### config.mk
export PLATFORM = sky130hd
export DESIGN_NAME = flexpage_alignment_fitter_top
export DESIGN_NICKNAME = d
export VERILOG_FILES = /design/src/flexfit_pkg.sv /design/src/flexfit_top.sv /design/src/flexfit_alu.sv /design/src/flexfit_ctrl.sv
export SDC_FILE = /design/constraint.sdc
export NUM_CORES = 1
export LEC_CHECK = 0
export BUFFER_PORTS_ARGS = -buffer_cell sky130_fd_sc_hd__buf_2
export CORE_MARGIN = 8
export CORE_UTILIZATION = 40
export CTS_CLUSTER_SIZE = 20
export DETAILED_ROUTE_END_ITERATION = 7
export MAX_ROUTING_LAYER = met4
export PLACE_DENSITY_LB_ADDON = 0.25
export REMOVE_ABC_BUFFERS = 1
export SLEW_MARGIN = 0
export SYNTH_ARGS = -nofsm -noshare
export SYNTH_HDL_FRONTEND = slang
export SYNTH_SLANG_ARGS = --single-unit
### constraint.sdc
create_clock -name clk -period 17 [get_ports clk]
set_input_delay 3.4 -clock clk [delete_from_list [all_inputs] [get_ports clk]]
set_output_delay 3.4 -clock clk [all_outputs]
set_load 0.01 [all_outputs]
### src/flexfit_pkg.sv
`timescale 1ns / 1ps
// Package of shared types, constants and helper functions for the flexpage alignment fitter.
package flexfit_pkg;

    localparam int ADDR_W         = 64;
    localparam int ALIGN_W        = 7;
    localparam int MIN_PAGE_SHIFT = 12;
    localparam int BYTE_W         = 8;
    localparam int BYTE_CNT       = ADDR_W / BYTE_W;
    localparam int BYTE_IDX_W     = $clog2(BYTE_CNT);
    localparam int BIT_IDX_W      = $clog2(BYTE_W);

    typedef logic [ADDR_W-1:0]     addr_t;
    typedef logic [ALIGN_W-1:0]    align_t;
    typedef logic [BYTE_IDX_W-1:0] byte_idx_t;
    typedef logic [BIT_IDX_W-1:0]  bit_idx_t;

    typedef struct packed {
        addr_t  fault_address;
        addr_t  remote_start;
        addr_t  local_start;
        addr_t  local_end;
        align_t max_align;
    } in_item_t;

    typedef struct packed {
        align_t map_align;
        addr_t  local_map_base;
        addr_t  remote_map_base;
    } out_item_t;

    typedef enum logic [1:0] {
        ALU_ADD,
        ALU_SUB,
        ALU_LE
    } alu_op_t;

    typedef enum logic [2:0] {
        SEL_OFFSET,
        SEL_LBASE,
        SEL_RBASE,
        SEL_FIT_LO,
        SEL_FIT_HI
    } opnd_sel_t;

    typedef enum logic [3:0] {
        ST_IDLE,
        ST_OFFSET,
        ST_LBASE,
        ST_RBASE,
        ST_TZ_BYTE,
        ST_TZ_BIT,
        ST_FIT_LO,
        ST_FIT_HI,
        ST_CLAMP,
        ST_OUTPUT
    } fsm_state_t;

    // Strobes from the sequencer to the datapath.
    typedef struct packed {
        alu_op_t   alu_op;
        opnd_sel_t opnd_sel;
        logic      in_ready;
        logic      ld_offset;
        logic      ld_lbase;
        logic      ld_rbase;
        logic      ld_tz_byte;
        logic      ld_tz_bit;
        logic      fit_step;
        logic      clamp;
        logic      load_out;
    } ctrl_t;

    // Conditions from the datapath back to the sequencer.
    typedef struct packed {
        logic or_zero;
        logic align_gt_min;
        logic le;
        logic out_free;
    } status_t;

    // Mask of the lowest n bits; n of ADDR_W or more gives all ones.
    function automatic addr_t low_mask(input align_t n);
        addr_t m;
        for (int i = 0; i < ADDR_W; i++)
        begin
            m[i] = (ALIGN_W'(i) < n);
        end
        return m;
    endfunction

    // Trailing-zero count of one non-zero byte.
    function automatic bit_idx_t byte_tz(input logic [BYTE_W-1:0] v);
        bit_idx_t n;
        n = '0;
        for (int i = BYTE_W - 1; i >= 0; i--)
        begin
            if (v[i])
            begin
                n = BIT_IDX_W'(i);
            end
        end
        return n;
    endfunction

endpackage

### src/flexfit_top.sv
`timescale 1ns / 1ps
// Top level of the flexpage alignment fitter: request registers, datapath and output register.
//
// Usage: a request on the input channel (in_valid, in_ready, in_data) carries one fault
// address with the region's remote start, the local copy's start and end and the alignment
// limit. The result on the output channel (out_valid, out_ready, out_data) gives the chosen
// mapping alignment and the local and remote map bases rounded down to it.
// One request is in flight at a time: in_ready is high only while the sequencer is idle.
// out_valid rises once the sequencer has stepped through its offset, base, trailing-zero,
// fit, clamp and output states. Each alignment that the fit loop tries is tested against
// its lower bound and, only when that passes, against its upper bound; the worst case
// lowers a full-width alignment to one page with every lower bound passing. The sequencer
// is idle again in the cycle after the result is loaded; no new request is taken before the
// last one is through. The steps run in turn as the single 65-bit adder works out the page
// offset, both page bases and, one bound per cycle, the loop's lower and upper fit compares.
// The result sits in an output register. The next request is accepted as soon as the
// sequencer is back in idle, while the earlier result may still wait there; a finished
// result that finds the output register still full waits in the sequencer until the
// receiver takes the earlier one, so a stalled receiver holds off further requests.
// Reset (rst_n, asynchronous, active low) returns the sequencer to idle and empties the
// output register; no request or result survives it.
module flexpage_alignment_fitter_top (
    input  logic                   clk,
    input  logic                   rst_n,
    input  logic                   in_valid,
    output logic                   in_ready,
    input  flexfit_pkg::in_item_t  in_data,
    output logic                   out_valid,
    input  logic                   out_ready,
    output flexfit_pkg::out_item_t out_data
);

    flexfit_pkg::ctrl_t     ctrl;
    flexfit_pkg::status_t   status;

    // Request registers; these are payload and are loaded on acceptance.
    flexfit_pkg::addr_t     fault_reg;
    flexfit_pkg::addr_t     rstart_reg;
    flexfit_pkg::addr_t     lstart_reg;
    flexfit_pkg::addr_t     lend_reg;
    flexfit_pkg::align_t    limit_reg;

    // Working registers of the datapath.
    flexfit_pkg::addr_t     offset_reg;
    flexfit_pkg::addr_t     lbase_reg;
    flexfit_pkg::addr_t     rbase_reg;
    flexfit_pkg::byte_idx_t byte_idx_reg;
    flexfit_pkg::align_t    align_reg;
    flexfit_pkg::align_t    align_next;

    logic                   out_valid_reg;
    logic                   out_valid_next;
    flexfit_pkg::out_item_t out_data_reg;

    flexfit_pkg::addr_t     alu_a;
    flexfit_pkg::addr_t     alu_b;
    flexfit_pkg::addr_t     alu_sum;
    logic                   alu_le;

    flexfit_pkg::addr_t     fit_mask;
    flexfit_pkg::addr_t     fit_blk;
    flexfit_pkg::addr_t     or_word;
    logic [flexfit_pkg::BYTE_CNT-1:0] byte_nz;
    flexfit_pkg::byte_idx_t low_byte;
    logic [flexfit_pkg::BYTE_W-1:0]   sel_byte;
    flexfit_pkg::addr_t     out_mask;

    assign in_ready  = ctrl.in_ready;
    assign out_valid = out_valid_reg;
    assign out_data  = out_data_reg;

    flexfit_ctrl u_ctrl (
        .clk      (clk),
        .rst_n    (rst_n),
        .in_valid (in_valid),
        .status   (status),
        .ctrl     (ctrl)
    );

    flexfit_alu u_alu (
        .op  (ctrl.alu_op),
        .a   (alu_a),
        .b   (alu_b),
        .sum (alu_sum),
        .le  (alu_le)
    );

    // The block being tested is the aligned local block that holds the local page.
    assign fit_mask = flexfit_pkg::low_mask(align_reg);
    assign fit_blk  = lbase_reg & ~fit_mask;

    // Operand selection for the shared adder. A compare asks whether a <= b.
    always_comb
    begin
        unique case (ctrl.opnd_sel)
            flexfit_pkg::SEL_OFFSET:
            begin
                alu_a = fault_reg;
                alu_b = rstart_reg;
            end
            flexfit_pkg::SEL_LBASE:
            begin
                alu_a = lstart_reg;
                alu_b = offset_reg;
            end
            flexfit_pkg::SEL_RBASE:
            begin
                alu_a = rstart_reg;
                alu_b = offset_reg;
            end
            flexfit_pkg::SEL_FIT_LO:
            begin
                alu_a = lstart_reg;
                alu_b = fit_blk;
            end
            flexfit_pkg::SEL_FIT_HI:
            begin
                alu_a = fit_blk | fit_mask;
                alu_b = lend_reg;
            end
            default:
            begin
                alu_a = fault_reg;
                alu_b = rstart_reg;
            end
        endcase
    end

    // The smaller trailing-zero count of the two bases is that of their OR. It is found in
    // two steps: first the lowest non-zero byte, then the lowest set bit inside it.
    assign or_word = lbase_reg | rbase_reg;

    always_comb
    begin
        for (int i = 0; i < flexfit_pkg::BYTE_CNT; i++)
        begin
            byte_nz[i] = |or_word[i*flexfit_pkg::BYTE_W +: flexfit_pkg::BYTE_W];
        end
    end

    always_comb
    begin
        low_byte = '0;
        for (int i = flexfit_pkg::BYTE_CNT - 1; i >= 0; i--)
        begin
            if (byte_nz[i])
            begin
                low_byte = flexfit_pkg::BYTE_IDX_W'(i);
            end
        end
    end

    assign sel_byte = or_word[byte_idx_reg*flexfit_pkg::BYTE_W +: flexfit_pkg::BYTE_W];

    assign status.or_zero      = ~|byte_nz;
    assign status.align_gt_min = (align_reg > flexfit_pkg::ALIGN_W'(flexfit_pkg::MIN_PAGE_SHIFT));
    assign status.le           = alu_le;
    assign status.out_free     = !out_valid_reg || out_ready;

    // The alignment register: set from the trailing-zero count, lowered by one on every
    // failed fit test, then clamped to the limit.
    always_comb
    begin
        align_next = align_reg;
        priority if (ctrl.ld_tz_byte && status.or_zero)
        begin
            align_next = flexfit_pkg::ALIGN_W'(flexfit_pkg::ADDR_W);
        end
        else if (ctrl.ld_tz_bit)
        begin
            align_next = flexfit_pkg::ALIGN_W'({byte_idx_reg, flexfit_pkg::byte_tz(sel_byte)});
        end
        else if (ctrl.fit_step && status.align_gt_min && !alu_le)
        begin
            align_next = align_reg - flexfit_pkg::ALIGN_W'(1);
        end
        else if (ctrl.clamp && (align_reg > limit_reg))
        begin
            align_next = limit_reg;
        end
        else
        begin
            align_next = align_reg;
        end
    end

    always_ff @(posedge clk)
    begin
        if (in_valid && ctrl.in_ready)
        begin
            fault_reg  <= in_data.fault_address;
            rstart_reg <= in_data.remote_start;
            lstart_reg <= in_data.local_start;
            lend_reg   <= in_data.local_end;
            limit_reg  <= in_data.max_align;
        end
        if (ctrl.ld_offset)
        begin
            offset_reg <= alu_sum & ~flexfit_pkg::low_mask(
                              flexfit_pkg::ALIGN_W'(flexfit_pkg::MIN_PAGE_SHIFT));
        end
        if (ctrl.ld_lbase)
        begin
            lbase_reg <= alu_sum;
        end
        if (ctrl.ld_rbase)
        begin
            rbase_reg <= alu_sum;
        end
        if (ctrl.ld_tz_byte)
        begin
            byte_idx_reg <= low_byte;
        end
        align_reg <= align_next;
    end

    // Output register: loaded when the sequencer finishes and the slot is free.
    assign out_mask = flexfit_pkg::low_mask(align_reg);

    always_ff @(posedge clk)
    begin
        if (ctrl.load_out)
        begin
            out_data_reg.map_align       <= align_reg;
            out_data_reg.local_map_base  <= lbase_reg & ~out_mask;
            out_data_reg.remote_map_base <= rbase_reg & ~out_mask;
        end
    end

    always_comb
    begin
        priority if (ctrl.load_out)
        begin
            out_valid_next = 1'b1;
        end
        else if (out_ready)
        begin
            out_valid_next = 1'b0;
        end
        else
        begin
            out_valid_next = out_valid_reg;
        end
    end

    always_ff @(posedge clk or negedge rst_n)
    begin
        if (!rst_n)
        begin
            out_valid_reg <= 1'b0;
        end
        else
        begin
            out_valid_reg <= out_valid_next;
        end
    end

    // A request is never taken twice in a row: the sequencer leaves idle when it takes one.
    assert property (@(posedge clk) disable iff (!rst_n)
        (in_valid && in_ready) |=> !in_ready)
        else $error("request accepted while the sequencer was busy");

    // A new result must never overwrite one that the receiver has not taken.
    assert property (@(posedge clk) disable iff (!rst_n)
        ctrl.load_out |-> (!out_valid_reg || out_ready))
        else $error("result register overwritten before it was taken");

    // The fit loop never works on an alignment wider than the address.
    assert property (@(posedge clk) disable iff (!rst_n)
        ctrl.fit_step |-> (align_reg <= flexfit_pkg::ALIGN_W'(flexfit_pkg::ADDR_W)))
        else $error("alignment out of range in the fit loop");

    // After clamping the alignment never exceeds the limit of the request.
    assert property (@(posedge clk) disable iff (!rst_n)
        ctrl.clamp |=> (align_reg <= limit_reg))
        else $error("alignment above the limit after clamping");

endmodule

### src/flexfit_alu.sv
`timescale 1ns / 1ps
// Shared adder unit: add, subtract and unsigned less-or-equal compare on addresses.
module flexfit_alu (
    input  flexfit_pkg::alu_op_t op,
    input  flexfit_pkg::addr_t   a,
    input  flexfit_pkg::addr_t   b,
    output flexfit_pkg::addr_t   sum,
    output logic                 le
);

    flexfit_pkg::addr_t          x;
    flexfit_pkg::addr_t          y;
    logic                        cin;
    logic [flexfit_pkg::ADDR_W:0] res;

    // The compare works out b - a; no borrow means a <= b.
    always_comb
    begin
        unique case (op)
            flexfit_pkg::ALU_ADD:
            begin
                x   = a;
                y   = b;
                cin = 1'b0;
            end
            flexfit_pkg::ALU_SUB:
            begin
                x   = a;
                y   = ~b;
                cin = 1'b1;
            end
            flexfit_pkg::ALU_LE:
            begin
                x   = b;
                y   = ~a;
                cin = 1'b1;
            end
            default:
            begin
                x   = a;
                y   = b;
                cin = 1'b0;
            end
        endcase
    end

    assign res = {1'b0, x} + {1'b0, y} + {{flexfit_pkg::ADDR_W{1'b0}}, cin};
    assign sum = res[flexfit_pkg::ADDR_W-1:0];
    assign le  = res[flexfit_pkg::ADDR_W];

endmodule

### src/flexfit_ctrl.sv
`timescale 1ns / 1ps
// Sequencer that steps one request through the shared adder and the fit loop.
module flexfit_ctrl (
    input  logic                 clk,
    input  logic                 rst_n,
    input  logic                 in_valid,
    input  flexfit_pkg::status_t status,
    output flexfit_pkg::ctrl_t   ctrl
);

    flexfit_pkg::fsm_state_t state_reg;
    flexfit_pkg::fsm_state_t state_next;

    always_ff @(posedge clk or negedge rst_n)
    begin
        if (!rst_n)
        begin
            state_reg <= flexfit_pkg::ST_IDLE;
        end
        else
        begin
            state_reg <= state_next;
        end
    end

    always_comb
    begin
        state_next = state_reg;
        unique case (state_reg)
            flexfit_pkg::ST_IDLE:
            begin
                if (in_valid)
                begin
                    state_next = flexfit_pkg::ST_OFFSET;
                end
            end
            flexfit_pkg::ST_OFFSET:  state_next = flexfit_pkg::ST_LBASE;
            flexfit_pkg::ST_LBASE:   state_next = flexfit_pkg::ST_RBASE;
            flexfit_pkg::ST_RBASE:   state_next = flexfit_pkg::ST_TZ_BYTE;
            flexfit_pkg::ST_TZ_BYTE:
            begin
                state_next = status.or_zero ? flexfit_pkg::ST_FIT_LO : flexfit_pkg::ST_TZ_BIT;
            end
            flexfit_pkg::ST_TZ_BIT:  state_next = flexfit_pkg::ST_FIT_LO;
            flexfit_pkg::ST_FIT_LO:
            begin
                priority if (!status.align_gt_min)
                begin
                    state_next = flexfit_pkg::ST_CLAMP;
                end
                else if (status.le)
                begin
                    state_next = flexfit_pkg::ST_FIT_HI;
                end
                else
                begin
                    state_next = flexfit_pkg::ST_FIT_LO;
                end
            end
            flexfit_pkg::ST_FIT_HI:
            begin
                state_next = status.le ? flexfit_pkg::ST_CLAMP : flexfit_pkg::ST_FIT_LO;
            end
            flexfit_pkg::ST_CLAMP:   state_next = flexfit_pkg::ST_OUTPUT;
            flexfit_pkg::ST_OUTPUT:
            begin
                if (status.out_free)
                begin
                    state_next = flexfit_pkg::ST_IDLE;
                end
            end
            default:                 state_next = flexfit_pkg::ST_IDLE;
        endcase
    end

    always_comb
    begin
        ctrl            = '0;
        ctrl.alu_op     = flexfit_pkg::ALU_ADD;
        ctrl.opnd_sel   = flexfit_pkg::SEL_OFFSET;
        unique case (state_reg)
            flexfit_pkg::ST_IDLE:    ctrl.in_ready = 1'b1;
            flexfit_pkg::ST_OFFSET:
            begin
                ctrl.alu_op    = flexfit_pkg::ALU_SUB;
                ctrl.opnd_sel  = flexfit_pkg::SEL_OFFSET;
                ctrl.ld_offset = 1'b1;
            end
            flexfit_pkg::ST_LBASE:
            begin
                ctrl.alu_op   = flexfit_pkg::ALU_ADD;
                ctrl.opnd_sel = flexfit_pkg::SEL_LBASE;
                ctrl.ld_lbase = 1'b1;
            end
            flexfit_pkg::ST_RBASE:
            begin
                ctrl.alu_op   = flexfit_pkg::ALU_ADD;
                ctrl.opnd_sel = flexfit_pkg::SEL_RBASE;
                ctrl.ld_rbase = 1'b1;
            end
            flexfit_pkg::ST_TZ_BYTE: ctrl.ld_tz_byte = 1'b1;
            flexfit_pkg::ST_TZ_BIT:  ctrl.ld_tz_bit = 1'b1;
            flexfit_pkg::ST_FIT_LO:
            begin
                ctrl.alu_op   = flexfit_pkg::ALU_LE;
                ctrl.opnd_sel = flexfit_pkg::SEL_FIT_LO;
                ctrl.fit_step = 1'b1;
            end
            flexfit_pkg::ST_FIT_HI:
            begin
                ctrl.alu_op   = flexfit_pkg::ALU_LE;
                ctrl.opnd_sel = flexfit_pkg::SEL_FIT_HI;
                ctrl.fit_step = 1'b1;
            end
            flexfit_pkg::ST_CLAMP:   ctrl.clamp = 1'b1;
            flexfit_pkg::ST_OUTPUT:  ctrl.load_out = status.out_free;
            default:                 ctrl.in_ready = 1'b0;
        endcase
    end

endmodule
Word-level counts from Yosys, hierarchy flattened. Cells that the tools add are included.

Reductions and logical operators: 28. Equality and inequality tests: 17. Magnitude comparators: 66. Shifts and indexed selects: 1. Mux-type cells: 42. Bitwise operators: 7. Add/sub/neg operators: 3.

Operators with widths (number): case mux 64 bit (3 select lines) (2); < comparator 6 x 7 -> 1 bit, first input constant (32); inverter 64 bit (3); bitwise AND 64 bit (2); OR 64 bit (2); case mux 64 bit (2 select lines) (1); < comparator 5 x 7 -> 1 bit, first input constant (16); adder 64 x 64 -> 65 bit (1); adder 65 x 1 -> 65 bit (1); 2-to-1 mux 64 bit (1); OR reduction 64 bit (1); OR reduction 8 bit (8); indexed part select 64 x 7 -> 8 bit (1); < comparator 4 x 7 -> 1 bit, first input constant (8); case mux 4 bit (10 select lines) (1); 2-to-1 mux 3 bit (12); OR reduction 32 bit (1); < comparator 3 x 7 -> 1 bit, first input constant (4); case mux 5 bit (5 select lines) (1); 2-to-1 mux 7 bit (3); == test 4 x 3 -> 1 bit, second input constant (4); 2-to-1 mux 4 bit (4); OR reduction 16 bit (1); < comparator 1 x 7 -> 1 bit, first input constant (2); other kinds (24) (52).

Flip-flop bits (word level): 593.

Longest topological paths before layout. Gate-level depths: netlist of the first run.

Word-level depth: 13. Depth in mapped cells: 24. Depth with buffers taken out: 20.

By module. Synthesis of the first run repeated with hierarchy kept, for this count alone.

Cell total of the unflattened synthesis: 2992. Area total of the unflattened synthesis: 31784.2 um^2.

By module, submodules not included: flexpage_alignment_fitter_top (area an instance 25512.0 um^2, sequential area each 17611.9 um^2, cells each 1956, times used 1); flexfit_alu (area an instance 5904.4 um^2, sequential area each 0.0 um^2, cells each 986, times used 1); flexfit_ctrl (area an instance 367.9 um^2, sequential area each 100.1 um^2, cells each 50, times used 1).

Worst setup path before layout of the first run. OpenSTA, ideal clock, no wires.

Path type: input to register. From: in out_ready. To: reg out_data_reg, in the netlist out_data[0], enable pin. Data required time: 16.354 ns. Setup slack: 6.874 ns. Stages: 2. Arrival: 9.480 ns. Buffers on the path: 0. Cells stage by stage: nand2b_1 nor2b_1.

Cells in the longest elaborated chain, start to end: 2.

Ends and longest elaborated chain: from (decl) (RTL line flexfit_top.sv:29) `input logic out_ready,`; logical OR 1 bit (RTL line flexfit_top.sv:158) `assign status.out_free = !out_valid_reg || out_ready;`; 2-to-1 mux 1 bit (RTL line flexfit_ctrl.sv:81) `unique case (state_reg)`; to (decl) (RTL line flexfit_top.sv:53) `flexfit_pkg::out_item_t out_data_reg;`.

Every way passes these cells. A chain may end at the register's enable or synchronous reset.

Worst setup path in the final report of the first run.
From: reg u_ctrl.state_reg[1]. To: reg rbase_reg[55] (data pin).

Cells in the longest elaborated chain, start to end: 9.

Ends and longest elaborated chain: from (decl) (RTL line flexfit_ctrl.sv:11) `flexfit_pkg::fsm_state_t state_reg;`; from (signal assigned) (RTL line flexfit_ctrl.sv:18) `state_reg <= flexfit_pkg::ST_IDLE;`; from (signal assigned) (RTL line flexfit_ctrl.sv:22) `state_reg <= state_next;`; == test 4 x 3 -> 1 bit, or another cell as far along (RTL line flexfit_ctrl.sv:81); case mux 5 bit (5 select lines) (*) (RTL line flexfit_ctrl.sv:81); == test 3 x 2 -> 1 bit / == test 3 x 1 -> 1 bit (equally long branches) (RTL line flexfit_top.sv:95) `unique case (ctrl.opnd_sel)`; OR reduction 2 bit (no line); case mux 64 bit (3 select lines) (RTL line flexfit_top.sv:95); inverter 64 bit (on tied branches) (RTL line flexfit_alu.sv:35, flexfit_alu.sv:29); case mux 64 bit (2 select lines) (RTL line flexfit_alu.sv:19) `unique case (op)`; adder 64 x 64 -> 65 bit (RTL line flexfit_alu.sv:47) `assign res = {1'b0, x} + {1'b0, y} + {{flexfit_pkg::ADDR_W{1'b0}}, cin};`; adder 65 x 1 -> 65 bit (*) (RTL line flexfit_alu.sv:47); via alu_sum[55] (RTL line flexfit_top.sv:57) `flexfit_pkg::addr_t alu_sum;`; to (signal assigned) (RTL line flexfit_top.sv:208) `rbase_reg <= alu_sum;`; to (decl) (RTL line flexfit_top.sv:46) `flexfit_pkg::addr_t rbase_reg;`.

The timed path passes the listed nets; every way through them passes the cells marked *.

==> flow_summary.json, run 1 <==
{
  "root_buffer": "clkbuf_16",
  "setup_slack_ns": 9.97,
  "gr-total-overflow": 0,
  "layout-area-overhead-vs-synth_pct": 17.3,
  "final_antenna_net_count": 0,
  "yosysSeqAreaShare": 0.596,
  "start_kind": "flop",
  "register_area_um2": 17700,
  "setup_tns_ns": 0,
  "vias": 23400,
  "clock_sinks": 593,
  "syn_inst": 2516,
  "synth_xor_area_frac": 0.0183,
  "synth-main-ff-cell": "edfxtp_1",
  "synthArstFlopShare": 0.00843,
  "routabilityCongestion": 0.976,
  "first_pass_iters": 8,
  "critPathKind": "flop to flop",
  "slew_violations": 0,
  "critical_path_peak_fanout": 41,
  "place_ws_ns": 10.15,
  "cts.clk_slew.worst_paths_ns": 0.06,
  "insertion_delay_ns": 0.62,
  "max-cap-violations": 0,
  "synth_edf_count": 581,
  "wl_per_cell_um": 27.3,
  "antenna_found_initial": 3,
  "hpwl_um": 76800,
  "die_h_um": 288,
  "synth.area.mux_share": 0.0372,
  "initial_utilization": 0.402,
  "hp-class": "flop to flop",
  "finalNetCount": 3197,
  "synth.cell_area_um2": 29700,
  "drive_above_1_share": 0.204,
  "largest_register_ff_count": 135,
  "worstSetupStartpoint": "u_ctrl.state_reg[1]",
  "avgSynthCellArea_um2": 11.8,
  "rsz0062_at_grt": "no",
  "yosysWarnings": 0,
  "finalHoldViolCount": 0,
  "core_um2": 73900,
  "grt_max_degree": 94,
  "cts_resized": 0,
  "post-cts-setup-buffers": 0,
  "crit_path_end_kind": "flop",
  "synthAdderAreaFrac": 0.0325,
  "drt_iter0_markers": 3143,
  "fillers": 6730,
  "synth_cell_types": 79,
  "yosys.area_share.simple": 0.117,
  "multiInputGateArea_um2": 11200,
  "setup_violations": 0,
  "drt_wl_total_um": 106000,
  "worst_slew_pin_slew_ns": 1.17,
  "first_global_vias": 23100,
  "cpPeakStageDelay_ns": 0.88,
  "synth_compound_area_frac": 0.171,
  "r2r-start": "u_ctrl.state_reg[1]",
  "final_core_util": 0.471,
  "drc": 0,
  "portBuffers": 403,
  "numCtsBuffers": 68,
  "status": "complete, no violations",
  "htree_levels": 3,
  "dpl_cell_area_um2": 32600,
  "max_slew_margin": 0.221,
  "post-route-period-util": 0.413,
  "fmax_mhz": 142,
  "core.rowCount": 100,
  "grt_pass1_wl_um": 152000,
  "clk_path_buf_depth": 3,
  "die_area_um2": 83200,
  "min_from": "limit_reg[6]",
  "critPathSlowestCell": "nor2_4",
  "cts_hold_buf": 0,
  "io_pins": 404,
  "stdcell_area_um2": 34800,
  "grt_use_total": 0.252,
  "drt-vias-per-instance": 6.05,
  "crit_arrival_ns": 7.41,
  "fin_skew_ns": 0.0257,
  "cp_cell_sequence": "nor2b_2 > nand2_1 > nor2_4 > buf_4 > a222oi_1 > nor2_1 > a21oi_1 > a221oi_1 > a21oi_1 > ha_1 > and4_1 > and3_1 > o2111ai_1 > nand4_1 > nand2_1 > o31ai_1 > a221o_1 > a31oi_1 > xnor2_1",
  "ys_seq_elements": 593,
  "synth_top_family_by_area": "compound AO/OA/AOI/OAI gates",
  "die_w_um": 288,
  "cts_tree": "yes",
  "post-route-min-period_ns": 7.03,
  "worstPathRequired_ns": 17.39
}
==> final timing paths <==
path                                             to  slack (ns)  cells past startpoint
worst max-delay path                  rbase_reg[55]        9.97                     19
worst min register to register         align_reg[6]        0.54                      1
worst max register to register        rbase_reg[55]        9.97                     19
worst min-delay path                   align_reg[6]        0.54                      1
max in group asynchronous       u_ctrl.state_reg[2]       14.17                      1
min in group asynchronous       u_ctrl.state_reg[0]        2.64                      1
==> logic make-up (layout without fill, tap and decap cells) <==
kind of cell | count (synthesis) | in the layout
xor+xnor | 62 | 62
other cells | 0 | 1
mux | 99 | 99
compound gates | 783 | 783
simple gates | 690 | 690
buf+inv | 213 | 601
flops | 593 | 593
fa+ha+maj | 76 | 76
==> area by class of cell <==
cell class,count,area share
flip-flops and latches,593,0.508
multi-input cells,1710,0.321
repair buffers,436,0.0650
clock buffers,79,0.0506
well taps,969,0.0348
clock inverters,41,0.0148
inverters,45,0.00496
diodes,1,0.0000718
==> critical path, delay by kind of cell (launching register included) <==
family / cells / cell delay [ns]
AND/OR/NAND/NOR: 8 / 2.59
AO/OA/AOI/OAI: 8 / 2.02
flip-flops: 1 / 0.62
adder cells (fa/ha/maj): 1 / 0.48
buffers and inverters: 1 / 0.74
XOR/XNOR: 1 / 0.32
==> metrics by stage <==
stage / hold WS [ns] / std cells
final: 0.539 / 3874
after CTS: 0.537 / 3873
after global placement: 0.528 / 3753
after floorplan: 0.476 / 2348
after global routing: 0.582 / 3874
after detailed placement: 0.528 / 3753
==> Yosys cell counts (27+ instances only) <==
master | instances | area share
a222oi_1 | 48 | 0.016
nand2b_1 | 39 | 0.0082
nor2_1 | 198 | 0.025
edfxtp_1 | 581 | 0.59
and2_1 | 87 | 0.018
mux2i_1 | 81 | 0.027
nand2_1 | 135 | 0.017
ha_1 | 74 | 0.031
nor4_1 | 27 | 0.0057
inv_1 | 43 | 0.0054
a221oi_1 | 68 | 0.020
and3_1 | 39 | 0.0082
clkbuf_1 | 137 | 0.017
a22oi_1 | 30 | 0.0076
nor3_1 | 46 | 0.0078
nor2b_1 | 39 | 0.0082
a21o_1 | 38 | 0.0096
o21ai_0 | 76 | 0.013
a21oi_1 | 361 | 0.061
xnor2_1 | 37 | 0.011
==> routing by layer <==
metal	track usage	part of all wire
met5	-	0
met4	0.0952	0.037
met3	0.0390	0.081
met2	0.402	0.47
met1	0.324	0.41
==> cell usage in the layout, fill, tap and decap left out, types with 33 or more instances in the layout <==
cell       instances
a21o_1            38
a21oi_1          361
a221oi_1          68
a222oi_1          48
and2_1            86
and3_1            38
buf_2            403
buf_4             33
clkbuf_16         69
edfxtp_1         581
ha_1              72
inv_1             41
mux2i_1           81
nand2_1          135
nand2b_1          38
nor2_1           197
nor2b_1           37
nor3_1            45
o21ai_0           76
xnor2_1           37
Power of run 1 is not shown: default switching activity piles up to over one toggle a cycle in this logic, so the estimate is an artifact.
==> run 2, diff against run 1 <==
- ABC_AREA: unset -> 1
- clock period: 17 -> 7 ns (I/O delays scaled with it)
==> flow_summary.json, run 2 <==
{
  "status": "complete, no violations",
  "largest_register_ff_count": 135,
  "insertion_delay_ns": 0.62,
  "ys_seq_elements": 593,
  "vias": 26100,
  "r2r-start": "u_ctrl.state_reg[1]",
  "r2r_end": "offset_reg[34]",
  "synth_top_area_share": 0.567,
  "post-route-period-util": 0.812,
  "avgSynthCellArea_um2": 9.30,
  "htree_levels": 3,
  "synth_cell_types": 56,
  "core_um2": 76100,
  "hp-class": "flop to flop",
  "finalNetCount": 4059,
  "drt-vias-per-instance": 5.45,
  "crit_path_end": "offset_reg[34]",
  "reg2reg_depth": 24,
  "grt_max_degree": 143,
  "setup_violations": 0,
  "portBuffers": 403,
  "start_kind": "flop",
  "io_pins": 404,
  "post-route-min-period_ns": 5.68,
  "synth_area_leaders": "edfxtp_1 57%, nand2_1 9.0%, inv_1 4.8%",
  "finalHoldViolCount": 0,
  "routabilityCongestion": 0.992,
  "die_h_um": 293,
  "setup_slack_ns": 1.32,
  "crit_top_cell": "nand2_1",
  "path_buf_inv": 5,
  "yosysSeqAreaShare": 0.575,
  "cts_resized": 0,
  "drive_above_1_share": 0.163,
  "initial_utilization": 0.405,
  "max_slew_margin": 0.292,
  "layout_common_cells": "742 x nand2_1, 581 x edfxtp_1, 403 x buf_2",
  "drc": 0,
  "worstPathRequired_ns": 7.34,
  "core.rowCount": 101,
  "slew_violations": 0,
  "cpPeakStageDelay_ns": 0.52,
  "rrSetupSlack_ns": 1.32,
  "grt_pass1_wl_um": 169000,
  "critical_path_peak_fanout": 38,
  "die_w_um": 293,
  "post-cts-setup-buffers": 0,
  "die_area_um2": 86100,
  "yosysWarnings": 0,
  "synth_area_leader_cell": "edfxtp_1",
  "hpwl_um": 87700,
  "synth.cell_area_um2": 30800,
  "synth_common_cells": "742 x nand2_1, 581 x edfxtp_1, 395 x inv_1",
  "final_antenna_net_count": 0,
  "numCtsBuffers": 68,
  "critPathSlowestCell": "buf_4",
  "critPathKind": "flop to flop",
  "grt_use_total": 0.271,
  "crit_path_end_kind": "flop",
  "worstSetupPathDepth": 24,
  "synth_edf_count": 581,
  "drt_iter0_markers": 2423,
  "antenna_found_initial": 0,
  "fmax_mhz": 176,
  "max-cap-violations": 0,
  "synthArstFlopShare": 0.00843,
  "wl_per_cell_um": 24.5,
  "clock_sinks": 593,
  "first_global_vias": 25500,
  "cts.clk_slew.worst_paths_ns": 0.06,
  "drt_wl_total_um": 118000,
  "rsz0062_at_grt": "no",
  "clk_path_buf_depth": 3,
  "crit_arrival_ns": 6.02,
  "worstSetupStartpoint": "u_ctrl.state_reg[1]",
  "cts_tree": "yes",
  "place_ws_ns": 1.38,
  "yosys.cell_count.top_type": "nand2_1",
  "mostFrequentLayoutCell": "nand2_1",
  "cts_hold_buf": 0,
  "fin_skew_ns": 0.0233,
  "syn_inst": 3312,
  "gr-total-overflow": 0,
  "n_antenna_cell": 0,
  "root_buffer": "clkbuf_16",
  "first_pass_iters": 5,
  "cp_cell_sequence": "inv_2 > nor2_4 > buf_4 > nand2_1 > inv_1 > buf_4 > nand2_1 > nand3_1 > a21oi_1 > a21oi_1 > o21ai_1 > o21ai_0 > inv_1 > fa_1 > nand3_1 > nand2_1 > a21oi_1 > o21bai_1 > a21boi_0 > o21ai_0 > nand2_1 > nand3_1 > nand2_1 > nand2_1",
  "cp_top_family": "compound AO/OA/AOI/OAI gates",
  "worst_slew_pin_slew_ns": 1.05,
  "synth-main-ff-cell": "edfxtp_1",
  "layout-area-overhead-vs-synth_pct": 17.8
}
## run 2: tightest hold or removal path, stage by stage (launching register included)
cell      delay, ns
edfxtp_1       0.32
inv_1          0.05
nor2_1         0.08
## run 2: worst min-delay path by stage
stage | from | end | depth (start not counted)
after CTS | rbase_reg[14] | out_data[14] | 2
after detailed placement | rbase_reg[35] | out_data[35] | 2
final | rbase_reg[14] | out_data[14] | 2
after global routing | rbase_reg[24] | out_data[24] | 2
after floorplan | align_reg[0] | out_data[128] | 0
after global placement | rbase_reg[0] | out_data[0] | 2
## run 2: kinds of logic (layout without fill, tap and decap cells)
logic type	count (synthesis)	after routing	share of synthesized area
DFF	593	593	0.575
adders and majority gates	76	76	0.0314
xor gates and xnor gates	60	60	0.0171
buffers and inverters	530	981	0.0678
muxes	1	1	0.000325
AOI/OAI and AO/OA	706	706	0.125
and+or+nand+nor	1346	1346	0.184
## run 2: layout make-up
cell class | count | area, µm²
clock buffer | 83 | 1820
sequential | 593 | 17700
tap | 1030 | 1290
multi-input combinational | 2189 | 11000
timing repair buffer | 451 | 2490
clock inverter | 34 | 355
fill | 7430 | 39800
inverter | 413 | 1560
## run 2: stage by stage
stage	utilization	TNS (ns)	std cells	instance area [µm²]	hold WS, ns
floorplan	-	-3731.20	3195	30300	0.522
global placement	0.448	0	4676	34100	0.546
detailed placement	0.448	0	4676	34100	0.547
CTS	0.477	0	4793	36300	0.561
global route	0.477	0	4793	36300	0.585
finish	0.477	0	4793	36300	0.561
## run 2: metal layers
metal  global-route usage  wire (µm)
met1                0.365      51100
met2                0.429      54300
met3               0.0426       9180
met4               0.0693       2930
met5                    -          0
Power of run 2 is left out for the same reason.
